[src/rtl/ofsl_pkg.sv]
package ofsl_pkg;

	localparam int unsigned BYTE_W = 8;
	localparam int unsigned WORD_W = 16;
	localparam int unsigned OUT_TDATA_W = 40;

	localparam logic [WORD_W-1:0] HDR_DATA = 16'hDADA;
	localparam logic [WORD_W-1:0] HDR_CODE = 16'hCADE;
	localparam logic [WORD_W-1:0] HDR_SYM = 16'hC3B7;
	localparam logic [WORD_W-1:0] HDR_FILE = 16'hF17E;
	localparam logic [WORD_W-1:0] HDR_LINE = 16'h715E;

	// line-number record: three words skipped as bytes
	localparam logic [WORD_W-1:0] LINE_SKIP_BYTES = 16'd6;

	typedef enum logic [1:0] {
		KIND_CODE = 2'd0,
		KIND_SYM = 2'd1,
		KIND_FILE = 2'd2,
		KIND_LINE = 2'd3
	} kind_t;

	typedef enum logic [1:0] {
		STAT_BUSY = 2'd0,
		STAT_OK = 2'd1,
		STAT_BAD = 2'd2,
		STAT_TRUNC = 2'd3
	} status_t;

	typedef struct packed {
		logic write_valid;
		logic [WORD_W-1:0] write_address;
		logic [WORD_W-1:0] write_data;
		status_t load_status;
	} result_t;

endpackage

[src/rtl/ofsl_parser.sv]
module ofsl_parser (
	input logic clk,
	input logic arst_n,
	input logic take,
	input logic [ofsl_pkg::BYTE_W-1:0] data_byte,
	input logic last_byte,
	output ofsl_pkg::result_t result
);
	import ofsl_pkg::*;

	typedef enum logic [3:0] {
		PH_HDR_HI = 4'd0,
		PH_HDR_LO = 4'd1,
		PH_ADR_HI = 4'd2,
		PH_ADR_LO = 4'd3,
		PH_CNT_HI = 4'd4,
		PH_CNT_LO = 4'd5,
		PH_WRD_HI = 4'd6,
		PH_WRD_LO = 4'd7,
		PH_SKIP = 4'd8
	} phase_t;

	phase_t phase_q, phase_d;
	logic [BYTE_W-1:0] hold_q, hold_d;
	logic [WORD_W-1:0] addr_q, addr_d;
	logic [WORD_W-1:0] count_q, count_d;
	kind_t kind_q, kind_d;
	logic err_q, err_d;
	logic [WORD_W-1:0] word;
	logic [WORD_W-1:0] count_dec;

	assign word = {hold_q, data_byte};
	assign count_dec = count_q - 1'b1;

	always_comb begin
		phase_d = phase_q;
		hold_d = hold_q;
		addr_d = addr_q;
		count_d = count_q;
		kind_d = kind_q;
		err_d = err_q;
		result = '0;
		result.load_status = STAT_BUSY;
		if (!err_q) begin
			unique case (phase_q)
				PH_HDR_LO: begin
					if (word == HDR_DATA || word == HDR_CODE) begin
						kind_d = KIND_CODE;
						phase_d = PH_ADR_HI;
					end else if (word == HDR_SYM) begin
						kind_d = KIND_SYM;
						phase_d = PH_ADR_HI;
					end else if (word == HDR_FILE) begin
						kind_d = KIND_FILE;
						phase_d = PH_CNT_HI;
					end else if (word == HDR_LINE) begin
						kind_d = KIND_LINE;
						count_d = LINE_SKIP_BYTES;
						phase_d = PH_SKIP;
					end else begin
						err_d = 1'b1;
						phase_d = PH_HDR_HI;
					end
				end
				PH_ADR_LO: begin
					addr_d = word;
					phase_d = PH_CNT_HI;
				end
				PH_CNT_LO: begin
					count_d = word;
					if (word == '0)
						phase_d = PH_HDR_HI;
					else if (kind_q == KIND_CODE)
						phase_d = PH_WRD_HI;
					else
						phase_d = PH_SKIP;
				end
				PH_WRD_LO: begin
					result.write_valid = 1'b1;
					result.write_address = addr_q;
					result.write_data = word;
					addr_d = addr_q + 1'b1;
					count_d = count_dec;
					phase_d = (count_dec == '0) ? PH_HDR_HI : PH_WRD_HI;
				end
				PH_SKIP: begin
					count_d = count_dec;
					if (count_dec == '0)
						phase_d = PH_HDR_HI;
				end
				PH_ADR_HI: begin
					hold_d = data_byte;
					phase_d = PH_ADR_LO;
				end
				PH_CNT_HI: begin
					hold_d = data_byte;
					phase_d = PH_CNT_LO;
				end
				PH_WRD_HI: begin
					hold_d = data_byte;
					phase_d = PH_WRD_LO;
				end
				default: begin
					hold_d = data_byte;
					phase_d = PH_HDR_LO;
				end
			endcase
		end
		if (last_byte) begin
			if (err_d)
				result.load_status = STAT_BAD;
			else if (phase_d != PH_HDR_HI)
				result.load_status = STAT_TRUNC;
			else
				result.load_status = STAT_OK;
			// file done: next byte starts a new file
			phase_d = PH_HDR_HI;
			hold_d = '0;
			addr_d = '0;
			count_d = '0;
			kind_d = KIND_CODE;
			err_d = 1'b0;
		end
	end

	always_ff @(posedge clk or negedge arst_n) begin
		if (!arst_n) begin
			phase_q <= PH_HDR_HI;
			hold_q <= '0;
			addr_q <= '0;
			count_q <= '0;
			kind_q <= KIND_CODE;
			err_q <= 1'b0;
		end else if (take) begin
			phase_q <= phase_d;
			hold_q <= hold_d;
			addr_q <= addr_d;
			count_q <= count_d;
			kind_q <= kind_d;
			err_q <= err_d;
		end
	end

endmodule

[src/rtl/ofsl_out_reg.sv]
module ofsl_out_reg (
	input logic clk,
	input logic arst_n,
	input logic load,
	input ofsl_pkg::result_t result,
	input logic m_tready,
	output logic m_tvalid,
	output ofsl_pkg::result_t result_s1
);
	import ofsl_pkg::*;

	logic valid_q;

	assign m_tvalid = valid_q;

	always_ff @(posedge clk or negedge arst_n) begin
		if (!arst_n)
			valid_q <= 1'b0;
		else if (load)
			valid_q <= 1'b1;
		else if (m_tready)
			valid_q <= 1'b0;
	end

	always_ff @(posedge clk) begin
		if (load)
			result_s1 <= result;
	end

endmodule

[src/rtl/object_file_section_loader.sv]
// channel | dir | tdata                                   | tuser       | tlast
// s_*     | in  | [7:0] data_byte                         | -           | last_byte
// m_*     | out | [15:0] write_address, [31:16] write_data, | write_valid | -
//         |     | [33:32] load_status, [39:34] zero       |             |
// One byte per cycle unless s_tready is low; each gives one m_* item in the next cycle.
// The parse state machine advances on each accepted byte; the result sits in the
// output register until taken.
// arst_n clears the parse state and the output valid.
// s_tready drops only while the output register holds an item that m_tready refuses.
module object_file_section_loader (
	input logic clk,
	input logic arst_n,
	input logic s_tvalid,
	output logic s_tready,
	input logic [7:0] s_tdata, // [7:0] data_byte
	input logic s_tlast,
	output logic m_tvalid,
	input logic m_tready,
	output logic [ofsl_pkg::OUT_TDATA_W-1:0] m_tdata, // write_address, write_data, load_status
	output logic m_tuser // write_valid
);
	import ofsl_pkg::*;

	logic take;
	result_t result;
	result_t result_s1;

	assign s_tready = !m_tvalid || m_tready;
	assign take = s_tvalid && s_tready;

	ofsl_parser u_parser (
		.clk(clk),
		.arst_n(arst_n),
		.take(take),
		.data_byte(s_tdata),
		.last_byte(s_tlast),
		.result(result)
	);

	ofsl_out_reg u_out (
		.clk(clk),
		.arst_n(arst_n),
		.load(take),
		.result(result),
		.m_tready(m_tready),
		.m_tvalid(m_tvalid),
		.result_s1(result_s1)
	);

	assign m_tuser = result_s1.write_valid;
	assign m_tdata = {{(OUT_TDATA_W - 2 - 2*WORD_W){1'b0}}, result_s1.load_status,
		result_s1.write_data, result_s1.write_address};

endmodule

[config.mk]
export PLATFORM = sky130hd
export DESIGN_NAME = object_file_section_loader
export DESIGN_NICKNAME = d
export VERILOG_FILES = /design/src/rtl/ofsl_pkg.sv /design/src/rtl/ofsl_parser.sv /design/src/rtl/ofsl_out_reg.sv /design/src/rtl/object_file_section_loader.sv
export SDC_FILE = /design/constraint.sdc
export NUM_CORES = 1
export LEC_CHECK = 0
export BUFFER_PORTS_ARGS = -buffer_cell sky130_fd_sc_hd__buf_2
export CORE_MARGIN = 2
export CORE_UTILIZATION = 58
export CTS_CLUSTER_SIZE = 16
export DETAILED_ROUTE_END_ITERATION = 8
export PLACE_DENSITY_LB_ADDON = 0.1
export SETUP_SLACK_MARGIN = 0.3
export SYNTH_ARGS = -nofsm -noshare
export SYNTH_HDL_FRONTEND = slang
export SYNTH_HIERARCHICAL = 1
export SYNTH_SLANG_ARGS = --single-unit
[constraint.sdc]
create_clock -name clk -period 4.5 [get_ports clk]
set_clock_uncertainty 0.05 [all_clocks]
set_input_delay 0.9 -clock clk [delete_from_list [all_inputs] [get_ports clk]]
set_output_delay 0.9 -clock clk [all_outputs]
set_load 0.01 [all_outputs]
==> impl_summary.txt <==
----------------------------------------------------
[Outcome]
  Status ... completed

[Floorplanning]
  I/O pin cnt ... 56
  Area of the die ... 8699 um^2
  Core box area ... 7727 um^2
  Std cell rows ... 32
  Die Span X ... 93.27 um
  Effective utilization at floorplan ... 59.81%
  Vert. Die Dim ... 93.27 um

[Power and ir drop]
  Maximum VDD drop ... 0.2108 mV
  Overall power ... 1860 uW
  Leakage power ... 0.002271 uW
  Power density cells ... 367.1 nW/um^2

[Routing]
  Average via count per standard cell ... 6.363
  Remaining design rule violation count ... 0
  Post-DR wirelength/cell ... 18.18 um
  Drt initial violations ... 347
  Total Routed Length ... 11580 um
  Routed vias ... 4053
  DRT Pass-1 Iters ... 5
  Antenna violation net count after detailed routing ... 0

[Worst setup path]
  CP Max Fanout ... 39
  Critical Path Sink Type ... flip-flop
  Worst R2R Start ... u_parser/phase_q[0]
  Data arrival time of the worst path ... 3.44 ns
  Slack of the worst reg-to-reg path ... 1.29 ns
  Worst r2r dst ... u_parser/count_q[3]
  Number of cells on the worst reg-to-reg path ... 8
  Data required, critical path ... 4.73 ns
  Critical Path End ... u_parser/count_q[3]
  Launching element type of the critical path ... flip-flop
  Launching element of the worst setup path ... u_parser/phase_q[0]
  Critical path class ... flip-flop to flip-flop

[Synth]
  Post-synthesis async set-or-reset flop share ... 57.83%
  Number of warnings reported in the yosys synthesis log ... 6
  Most used flip-flop cell after synthesis ... sky130_fd_sc_hd__dfrtp_1
  Number of synthesized flops with an enable pin ... 35
  Cells taking the most area after synthesis ... sky130_fd_sc_hd__dfrtp_1 (26%), sky130_fd_sc_hd__edfxtp_1 (23%), sky130_fd_sc_hd__and3_1 (5.3%), sky130_fd_sc_hd__nor2_1 (4.5%), sky130_fd_sc_hd__o21ai_0 (4.4%)
  Number of flip-flops and latches in the synthesized netlist ... 83
  Number of library cell types mapped by synthesis ... 68
  Top-area cell type share of the netlist area ... 25.99%
  Post-synthesis area per instance ... 9.281 um^2
  Syn Std Cell Area ... 4622 um^2
  Top-count cell post-synth ... sky130_fd_sc_hd__nor2_1
  Synth area leader ... sky130_fd_sc_hd__dfrtp_1
  Most common library cells after synthesis ... sky130_fd_sc_hd__nor2_1 (55), sky130_fd_sc_hd__nand2_1 (49), sky130_fd_sc_hd__dfrtp_1 (48), sky130_fd_sc_hd__o21ai_0 (41), sky130_fd_sc_hd__and3_1 (39)
  Mapped Cells ... 498
  Seq/Total Area, Yosys ... 48.73%

[STA]
  Worst hold margin ... 0.4600 ns
  Pin slew with the least headroom to its limit ... 1.186 ns
  Unrepaired setup endpoints after global routing ... false
  Final hold violations ... 0
  Worst slew margin relative to its limit ... 20.95%
  Max Freq ... 311.7 MHz
  Portion of the clock cycle consumed by the worst path in the final layout ... 71.30%
  Period minus WS final ... 3.208 ns
  Fin Setup TNS ... 0 ns
  Setup violators final ... 0
  Number of max-slew violations in the final report ... 0

[Placed design]
  Number of placed instances with taps included ... 621
  Last weighted congestion value of the routability-driven placer ... 0.8995
  IO buf count ... 49
  Placed Area ... 4855 um^2
  Post-DP HPWL ... 7544 um

[Clock network]
  Clock root buffer ... sky130_fd_sc_hd__clkbuf_8
  CTS hold repair buffers ... 0
  Cells resized by post-CTS repair ... 0
  TritonCTS clock tree ... done
  H-tree depth ... 3
  Clock tree buffer depth ... 2
  Clock slew at reported path FFs ... 0.09 ns
  TritonCTS Sinks ... 83
  Post-CTS setup repair buffer count ... 0
  CTS Buf Count ... 9
  Clock insertion delay at the later pin of the skew report ... 0.36 ns

[Global routing]
  Largest net degree at the start of global routing ... 49
  Sum of overflow across all layers after global routing ... 0
  Number of antenna violations at the first check in global routing ... 0
  Overall global routing resource usage ... 27.82%
  Number of global-route vias before repair ... 3682
  First-pass GRT wire length ... 18750 um

[Flow run]
  # Max-Cap Violations ... 0

[Finish]
  Number of standard cells in the final layout excluding fillers ... 637
  Syn-to-layout area delta ... 9.610%
  Number of antenna repair diodes ... 0
  Share of post-route cells with drive strength above 1 ... 15.70%
  Cell area after layout ... 5066 um^2
  Number of nets in the finished design ... 546

[Hold path]
  Class of the tightest hold or removal check ... flip-flop to flip-flop

----------------------------------------------------
where the power goes:
part           total (uW)  switching, uW  internal (uW)
registers             946           94.4            852
logic                 337            206            132
clock network         576            304            272
total                1860            604           1260
cells in the final DEF, fill, tap and decap left out, types with 4 or more instances in the layout:
master	count
sky130_fd_sc_hd__a21oi_1	14
sky130_fd_sc_hd__a22oi_1	15
sky130_fd_sc_hd__a31oi_1	5
sky130_fd_sc_hd__and3_1	39
sky130_fd_sc_hd__buf_2	49
sky130_fd_sc_hd__buf_4	6
sky130_fd_sc_hd__clkbuf_8	9
sky130_fd_sc_hd__conb_1	6
sky130_fd_sc_hd__dfrtp_1	48
sky130_fd_sc_hd__edfxtp_1	35
sky130_fd_sc_hd__inv_1	8
sky130_fd_sc_hd__inv_6	4
sky130_fd_sc_hd__nand2_1	49
sky130_fd_sc_hd__nand3_1	12
sky130_fd_sc_hd__nand4_1	14
sky130_fd_sc_hd__nor2_1	55
sky130_fd_sc_hd__nor2b_1	6
sky130_fd_sc_hd__nor3_1	15
sky130_fd_sc_hd__nor4_1	11
sky130_fd_sc_hd__o21ai_0	41
sky130_fd_sc_hd__o21ai_1	16
sky130_fd_sc_hd__o31ai_1	10
sky130_fd_sc_hd__xnor2_1	5
registers in the layout, indices dropped and copies added (netlist names):
name	cells
u_parser/phase_q	4
u_out/result_s1	35
u_out/m_tvalid	1
u_parser/hold_q	8
u_parser/addr_q	16
u_parser/err_q	1
u_parser/count_q	16
u_parser/kind_q	2
critical path, cell delays in order, from the launching register on:
cell                      delay, ns
sky130_fd_sc_hd__dfrtp_1       0.44
sky130_fd_sc_hd__nor2b_1       0.24
sky130_fd_sc_hd__and3_1        0.22
sky130_fd_sc_hd__buf_4         0.23
sky130_fd_sc_hd__nor2_1        0.47
sky130_fd_sc_hd__a31oi_2       0.18
sky130_fd_sc_hd__o21ai_2       0.92
sky130_fd_sc_hd__o21ai_0       0.25
sky130_fd_sc_hd__o21ai_0       0.12
final cells by class:
class	count	area, um^2
clock buffers	9	123.9
clock inverters	7	87.58
fillers	639	2661
inverters	8	30.03
multi-input cells	373	2155
flip-flops and latches	83	2252
well taps	102	127.6
repair buffers	55	290.3
kinds of logic after synthesis:
logic type / synth area share, %
fa+ha+maj: 0.8122
simple gates: 26.04
buf+inv: 5.062
other cells: 0.08113
mux: 0.6768
xor+xnor: 1.516
compound gates: 17.08
flops: 48.73
how the worst min path moves through the flow:
stage                               from                   end  slack [ns]  cells after the start
floorplan           u_parser/count_q[15]  u_parser/count_q[15]        0.42                      2
global placement    u_parser/count_q[15]  u_parser/count_q[15]        0.43                      2
detailed placement  u_parser/count_q[15]  u_parser/count_q[15]        0.44                      2
CTS                 u_parser/count_q[15]  u_parser/count_q[15]        0.46                      2
global route        u_parser/count_q[15]  u_parser/count_q[15]        0.48                      2
finish              u_parser/count_q[15]  u_parser/count_q[15]        0.46                      2
per-stage QoR:
stage,utilization [%],worst slack (ns)
finish,65.56,1.292
global route,65.56,1.019
CTS,65.56,1.375
detailed placement,62.82,1.252
global placement,62.82,1.311
floorplan,-,1.877
per-layer routing:
metal / global-route usage (%) / routed length (um) / up-vias
met5: 0 / 0 / -
met4: 9.436 / 201 / 0
met3: 5.882 / 877 / 18
met2: 42.63 / 5404 / 198
met1: 39.53 / 5095 / 1939
li1: - / - / 1898
Power figures use the tool's default switching activity.
